`config.mk`:
```
export PLATFORM = sky130hd
export DESIGN_NAME = aat_ctrl
export DESIGN_NICKNAME = d
export VERILOG_FILES = /design/src/hdl/aat_pkg.sv /design/src/hdl/aat_ctrl.sv
export VERILOG_INCLUDE_DIRS = /design/src /design/src/hdl
export SDC_FILE = /design/constraint.sdc
export NUM_CORES = 1
export LEC_CHECK = 0
export BUFFER_PORTS_ARGS = -buffer_cell sky130_fd_sc_hd__buf_2
export CAP_MARGIN = 20
export CORE_MARGIN = 5
export CORE_UTILIZATION = 25
export CTS_BUF_LIST = sky130_fd_sc_hd__clkbuf_16
export CTS_CLUSTER_DIAMETER = 120
export DETAILED_ROUTE_END_ITERATION = 10
export REMOVE_ABC_BUFFERS = 1
export SLEW_MARGIN = 10
export SYNTH_ARGS = -nofsm -noshare
export SYNTH_HDL_FRONTEND = slang
export SYNTH_SLANG_ARGS = --single-unit
```
`constraint.sdc`:
```
create_clock -name i_clk -period 2.3 [get_ports i_clk]
set_input_delay 0.345 -clock i_clk [delete_from_list [all_inputs] [get_ports i_clk]]
set_output_delay 0.345 -clock i_clk [all_outputs]
set_load 0.02 [all_outputs]
```
`src/hdl/aabb_affine_transform_unit_defines.svh`:
```
// Assertion macros shared by the block's modules.
`ifndef AABB_AFFINE_TRANSFORM_UNIT_DEFINES_SVH
`define AABB_AFFINE_TRANSFORM_UNIT_DEFINES_SVH

// A condition that must hold at every clock edge outside reset.
`define AAT_ASSERT_ALWAYS(label, clk, rst_n, cond, msg) \
    label: assert property (@(posedge clk) disable iff (!rst_n) (cond)) else $error(msg);

// An implication, checked at every clock edge outside reset.
`define AAT_ASSERT_IMPL(label, clk, rst_n, ante, cons, msg) \
    label: assert property (@(posedge clk) disable iff (!rst_n) (ante) |-> (cons)) \
        else $error(msg);

// A condition on one edge that forces another condition on the next edge.
`define AAT_ASSERT_NEXT(label, clk, rst_n, ante, cons, msg) \
    label: assert property (@(posedge clk) disable iff (!rst_n) (ante) |=> (cons)) \
        else $error(msg);

`endif

```
`src/hdl/aat_pkg.sv`:
```
package aat_pkg;

    localparam int FRAC_BITS = 16;

    localparam int PROD_W = 64;
    localparam int ACC_W  = 50;
    localparam int SQ_W   = 64;

    localparam logic CMD_LOAD = 1'b0;
    localparam logic CMD_BOX  = 1'b1;

    typedef struct packed {
        logic        cmd;
        logic [1:0]  row_index;
        logic signed [31:0] coef_x;
        logic signed [31:0] coef_y;
        logic signed [31:0] coef_z;
        logic signed [31:0] coef_t;
        logic signed [31:0] center_x;
        logic signed [31:0] center_y;
        logic signed [31:0] center_z;
        logic [30:0] half_x;
        logic [30:0] half_y;
        logic [30:0] half_z;
    } t_in_item;

    typedef struct packed {
        logic signed [31:0] min_x;
        logic signed [31:0] min_y;
        logic signed [31:0] min_z;
        logic signed [31:0] max_x;
        logic signed [31:0] max_y;
        logic signed [31:0] max_z;
        logic [30:0] ext_x;
        logic [30:0] ext_y;
        logic [30:0] ext_z;
        logic [30:0] radius;
    } t_out_item;

    // Controller -> datapath commands.
    typedef struct packed {
        logic       capture;    // latch the input item
        logic       load_row;   // write the captured row into the matrix
        logic       row_init;   // start a row: acc = T, eacc = 0
        logic       mul;        // multiply M[row][col] by c/e
        logic       accum;      // add the registered products
        logic       row_done;   // saturate and store row results
        logic [1:0] row;
        logic [1:0] col;
        logic       sq_init;    // start sum of squares
        logic       sq_mul;     // square ext[row]
        logic       sq_acc;     // accumulate the square
        logic       rt_init;    // start the square root
        logic       rt_step;    // one root iteration
        logic       finish;     // build the result item
    } t_dp_cmd;

    typedef struct packed {
        logic cmd_box;
        logic row_ok;
    } t_dp_stat;

    function automatic logic signed [31:0] sat_s32(input logic signed [ACC_W-1:0] v);
        logic signed [ACC_W-1:0] hi;
        logic signed [ACC_W-1:0] lo;
        hi = ACC_W'(32'sh7FFF_FFFF);
        lo = ~hi;
        if (v > hi) return 32'sh7FFF_FFFF;
        if (v < lo) return 32'sh8000_0000;
        return v[31:0];
    endfunction

endpackage

```
`src/hdl/aat_ctrl.sv`:
```
`include "aabb_affine_transform_unit_defines.svh"

module aat_ctrl
    import aat_pkg::*;
(
    input  logic     i_clk,
    input  logic     i_rst_n,
    input  logic     i_start,
    input  t_dp_stat i_stat,
    output logic     o_busy,
    output logic     o_done,
    output t_dp_cmd  o_cmd
);

    typedef enum logic [3:0] {
        S_IDLE, S_DECODE, S_LOAD, S_ROW, S_MUL, S_ACC, S_ROWEND,
        S_SQMUL, S_SQACC, S_RTINIT, S_ROOT, S_FINISH, S_DONE
    } t_state;

    t_state     r_state;
    logic [1:0] r_row;
    logic [1:0] r_col;
    logic [4:0] r_step;
    logic       r_done;
    logic       w_accept;

    assign w_accept = i_start && (r_state == S_IDLE);

    always_ff @(posedge i_clk) begin
        if (!i_rst_n) begin
            r_state <= S_IDLE;
            r_row   <= '0;
            r_col   <= '0;
            r_step  <= '0;
            r_done  <= 1'b0;
        end else begin
            r_done <= 1'b0;
            unique case (r_state)
                S_IDLE:   if (i_start) r_state <= S_DECODE;
                S_DECODE: begin
                    r_row   <= '0;
                    r_col   <= '0;
                    r_state <= i_stat.cmd_box ? S_ROW : S_LOAD;
                end
                S_LOAD:   r_state <= S_IDLE;
                S_ROW:    r_state <= S_MUL;
                S_MUL:    r_state <= S_ACC;
                S_ACC: begin
                    if (r_col == 2'd2) begin
                        r_col   <= '0;
                        r_state <= S_ROWEND;
                    end else begin
                        r_col   <= r_col + 2'd1;
                        r_state <= S_MUL;
                    end
                end
                S_ROWEND: begin
                    if (r_row == 2'd2) begin
                        r_row   <= '0;
                        r_state <= S_SQMUL;
                    end else begin
                        r_row   <= r_row + 2'd1;
                        r_state <= S_ROW;
                    end
                end
                S_SQMUL:  r_state <= S_SQACC;
                S_SQACC: begin
                    if (r_row == 2'd2) begin
                        r_row   <= '0;
                        r_state <= S_RTINIT;
                    end else begin
                        r_row   <= r_row + 2'd1;
                        r_state <= S_SQMUL;
                    end
                end
                S_RTINIT: begin
                    r_step  <= '0;
                    r_state <= S_ROOT;
                end
                S_ROOT: begin
                    r_step <= r_step + 5'd1;
                    if (r_step == 5'd31) r_state <= S_FINISH;
                end
                S_FINISH: r_state <= S_DONE;
                S_DONE: begin
                    r_done  <= 1'b1;
                    r_state <= S_IDLE;
                end
                default:  r_state <= S_IDLE;
            endcase
        end
    end

    always_comb begin
        o_cmd          = '0;
        o_cmd.row      = r_row;
        o_cmd.col      = r_col;
        o_cmd.capture  = w_accept;
        o_cmd.load_row = (r_state == S_LOAD) && i_stat.row_ok;
        o_cmd.row_init = (r_state == S_ROW) || (r_state == S_DECODE && i_stat.cmd_box);
        o_cmd.mul      = (r_state == S_MUL);
        o_cmd.accum    = (r_state == S_ACC);
        o_cmd.row_done = (r_state == S_ROWEND);
        o_cmd.sq_init  = (r_state == S_DECODE);
        o_cmd.sq_mul   = (r_state == S_SQMUL);
        o_cmd.sq_acc   = (r_state == S_SQACC);
        o_cmd.rt_init  = (r_state == S_RTINIT);
        o_cmd.rt_step  = (r_state == S_ROOT);
        o_cmd.finish   = (r_state == S_FINISH);
    end

    assign o_busy = (r_state != S_IDLE);
    assign o_done = r_done;

    `AAT_ASSERT_NEXT(a_accept_busy, i_clk, i_rst_n, w_accept, o_busy, "accept did not raise busy")
    `AAT_ASSERT_IMPL(a_done_idle, i_clk, i_rst_n, o_done, !o_busy || $past(r_state) == S_DONE, "done out of place")
    `AAT_ASSERT_NEXT(a_done_pulse, i_clk, i_rst_n, o_done, !o_done, "done longer than a cycle")

endmodule

```
==> results.toml <==
[synth]
synth_top_cell_by_area = "dfxtp_1"
yosysWarnings = 0
syn_area_per_cell_um2 = 8.100
netlist_area_um2 = 939.7
ys_seq_elements = 14
synth_cells = 116
synth_edf_count = 0
synth-async-reset-ratio = 0
yosysSeqAreaShare = 0.2983
synth_flop_cell = "dfxtp_1"
yosys.area.top_type_share = 0.2983
synth_area_leaders = "dfxtp_1 30%, nor3_1 4.3%, nor2_1 4.0%"
synthDistinctLibCells = 42

[run_status]
outcome = "completed"

[clock_tree]
ctsResizeCount = 0
cts-hold-fix-buffers = 0
root_buffer = "clkbuf_16"
htree_num_levels = 1
clkTransAtPathRegs_ns = 0.05
cts_sinks = 14
worstSkewPairLatency_ns = 0.24
cts_buffer_depth = 2
post_cts_buffers = 0
cts_buffers = 3
cts_tree = "yes"

[power]
powerDensity_nw_per_um2 = 580.5
leakage_nw = 0.4808
ir_worst_vdd_mv = 0.2148

[grt]
grt_pass1_vias = 782
grt_pass1_wl_mm = 3.525
grt_use_total = 0.08492
antenna_found_initial = 0
grt_overflow = 0
grt_max_degree = 23

[layout]
n_antenna_cell = 0
fillers = 393
final_nets = 141
drive_gt1_frac = 0.2180
final_area_um2 = 1134
synthToLayoutAreaGrowth_pct = 20.64
regArea_um2 = 280.3
instances_no_fill = 181
multi_input_area_um2 = 581.8

[sta]
relSlewSlack = 0.5754
fin_tns_setup_ns = 0
grt_setup_unrepaired = "false"
setup_viol = 0
period_minus_slack_ns = 1.997
hold_violations = 0
finalClockSkew_ns = 0.003009
hold_slack_ns = 0.3523
tightestPinTransition_ns = 0.6360
achievable-frequency_ghz = 0.5008
drv_slew = 0
min_period_over_period = 0.8681

[setup_path]
critPathSlowestCell = "dfxtp_1"
critPathBufInv = 2
timing.rr.end = "r_step[3]$_SDFFE_PN0P_"
endpoint_kind = "output port"
r2r_start = "r_state[1]$_SDFFE_PN0P_"
reg2reg_slack_ns = 0.65
crit_chain = "inv_1 > nor3_1 > buf_2"
critical_path_class = "reg2out"
cp_max_fo = 21
r2r_cells = 3
crit_required_ns = 1.96
path_delay_family = "flip-flops"
cp.arrival_ns = 1.65
crit_path_start_kind = "flop"
cpPeakStageDelay_ns = 0.72

[drt]
via_per_inst = 4.840
wire_per_inst_um = 11.39
ant_nets = 0
wl_mm = 2.061
drc = 0
vias = 876
drt_pass1_iterations = 4
drt_iter0_markers = 27

[run]
cap_viol_max_count = 0

[placement]
port_buffers = 22
dp_cells = 177
gp_congestion = 0.7311
dp_hpwl_mm = 1.469
placed_cell_area_um2 = 1055

[floorplan]
die_h_um = 71.31
die_area_um2 = 5084
core_area_um2 = 3661
start_util = 0.2567
num_rows = 22
io_pins = 23
die_w_um = 71.31

[worst_hold_path]
min_path_cells = 2
hold_class = "in2reg"
hp-start = "i_rst_n"
hold_path_end = "r_state[0]$_SDFFE_PN0P_"
cell usage after synthesis, drive strengths merged (2+ instances only):
cell type  number
dfxtp          14
nor2           10
nand2b          5
inv             4
nand3           3
nand2           7
nor4b           2
a311oi          2
or3b            2
nand3b          2
nor3            8
a21oi           6
a31oi           3
buf             9
o21ai           7
nor2b           5
and3            2
and4bb          3
ha              2
nand4bb         2
or2b            2
cell families after synthesis:
logic type      after synthesis  share of synthesized area
compound gates               26                     0.1931
mux                           1                    0.01065
xor+xnor                      1                   0.009323
simple gates                 58                     0.3795
buf+inv                      14                    0.08254
fa+ha+maj                     2                    0.02663
flops                        14                     0.2983
layout make-up:
cell class | count | area share
Clock inverter | 1 | 0.003311
Inverter | 4 | 0.01325
Tap cell | 48 | 0.05298
Multi-Input combinational cell | 88 | 0.5132
Timing Repair Buffer | 23 | 0.1038
Clock buffer | 3 | 0.06623
Sequential cell | 14 | 0.2472
cells in the final DEF, fill, tap and decap left out, types with 4 or more instances in the layout:
| master | n |
|---|---|
| a21oi_1 | 6 |
| buf_2 | 22 |
| o21ai_0 | 5 |
| nor3_1 | 8 |
| nor2b_1 | 5 |
| inv_1 | 4 |
| nand2b_1 | 5 |
| dfxtp_1 | 14 |
| nor2_1 | 10 |
| nand2_1 | 7 |
flip-flops by register name, summed over array words and instances (netlist names):
| name | flops |
|---|---|
| o_done | 1 |
| r_col | 2 |
| r_row | 2 |
| r_state | 4 |
| r_step | 5 |
power by group:
part	internal (mW)	switching, mW
sequential	0.247	0.0170
clock	0.230	0.0998
combinational	0.0280	0.0365
routing by layer:
metal,vias to the layer above,track usage,part of all wire
met2,26,0.1306,0.41
met3,5,0.03086,0.076
met5,-,0,0
met1,389,0.1058,0.49
li1,456,-,-
met4,0,0.03758,0.020
worst max path at each step:
| stage | start | endpoint | slack, ns | cells past startpoint |
|---|---|---|---|---|
| 2_1_floorplan | r_state[0]$_SDFFE_PN0P_ | o_cmd[13] | 0.64 | 2 |
| 3_3_place_gp | r_state[0]$_SDFFE_PN0P_ | o_cmd[13] | 0.60 | 3 |
| 3_5_place_dp | r_state[1]$_SDFFE_PN0P_ | o_cmd[0] | 0.58 | 3 |
| 4_1_cts | r_state[1]$_SDFFE_PN0P_ | o_cmd[0] | 0.30 | 3 |
| 5_1_grt | r_state[1]$_SDFFE_PN0P_ | o_cmd[0] | 0.15 | 3 |
| 6_report | r_state[1]$_SDFFE_PN0P_ | o_cmd[0] | 0.30 | 3 |
per-stage QoR:
stage / worst slack, ns / power, mW / utilization
2_1_floorplan: 0.6449 / 0.3106 / -
3_3_place_gp: 0.6010 / 0.3344 / 0.2881
3_5_place_dp: 0.5816 / 0.3339 / 0.2881
4_1_cts: 0.3025 / 0.6647 / 0.3096
5_1_grt: 0.1470 / 0.6802 / 0.3096
6_report: 0.3033 / 0.6580 / 0.3096
Power figures use the tool's default switching activity.
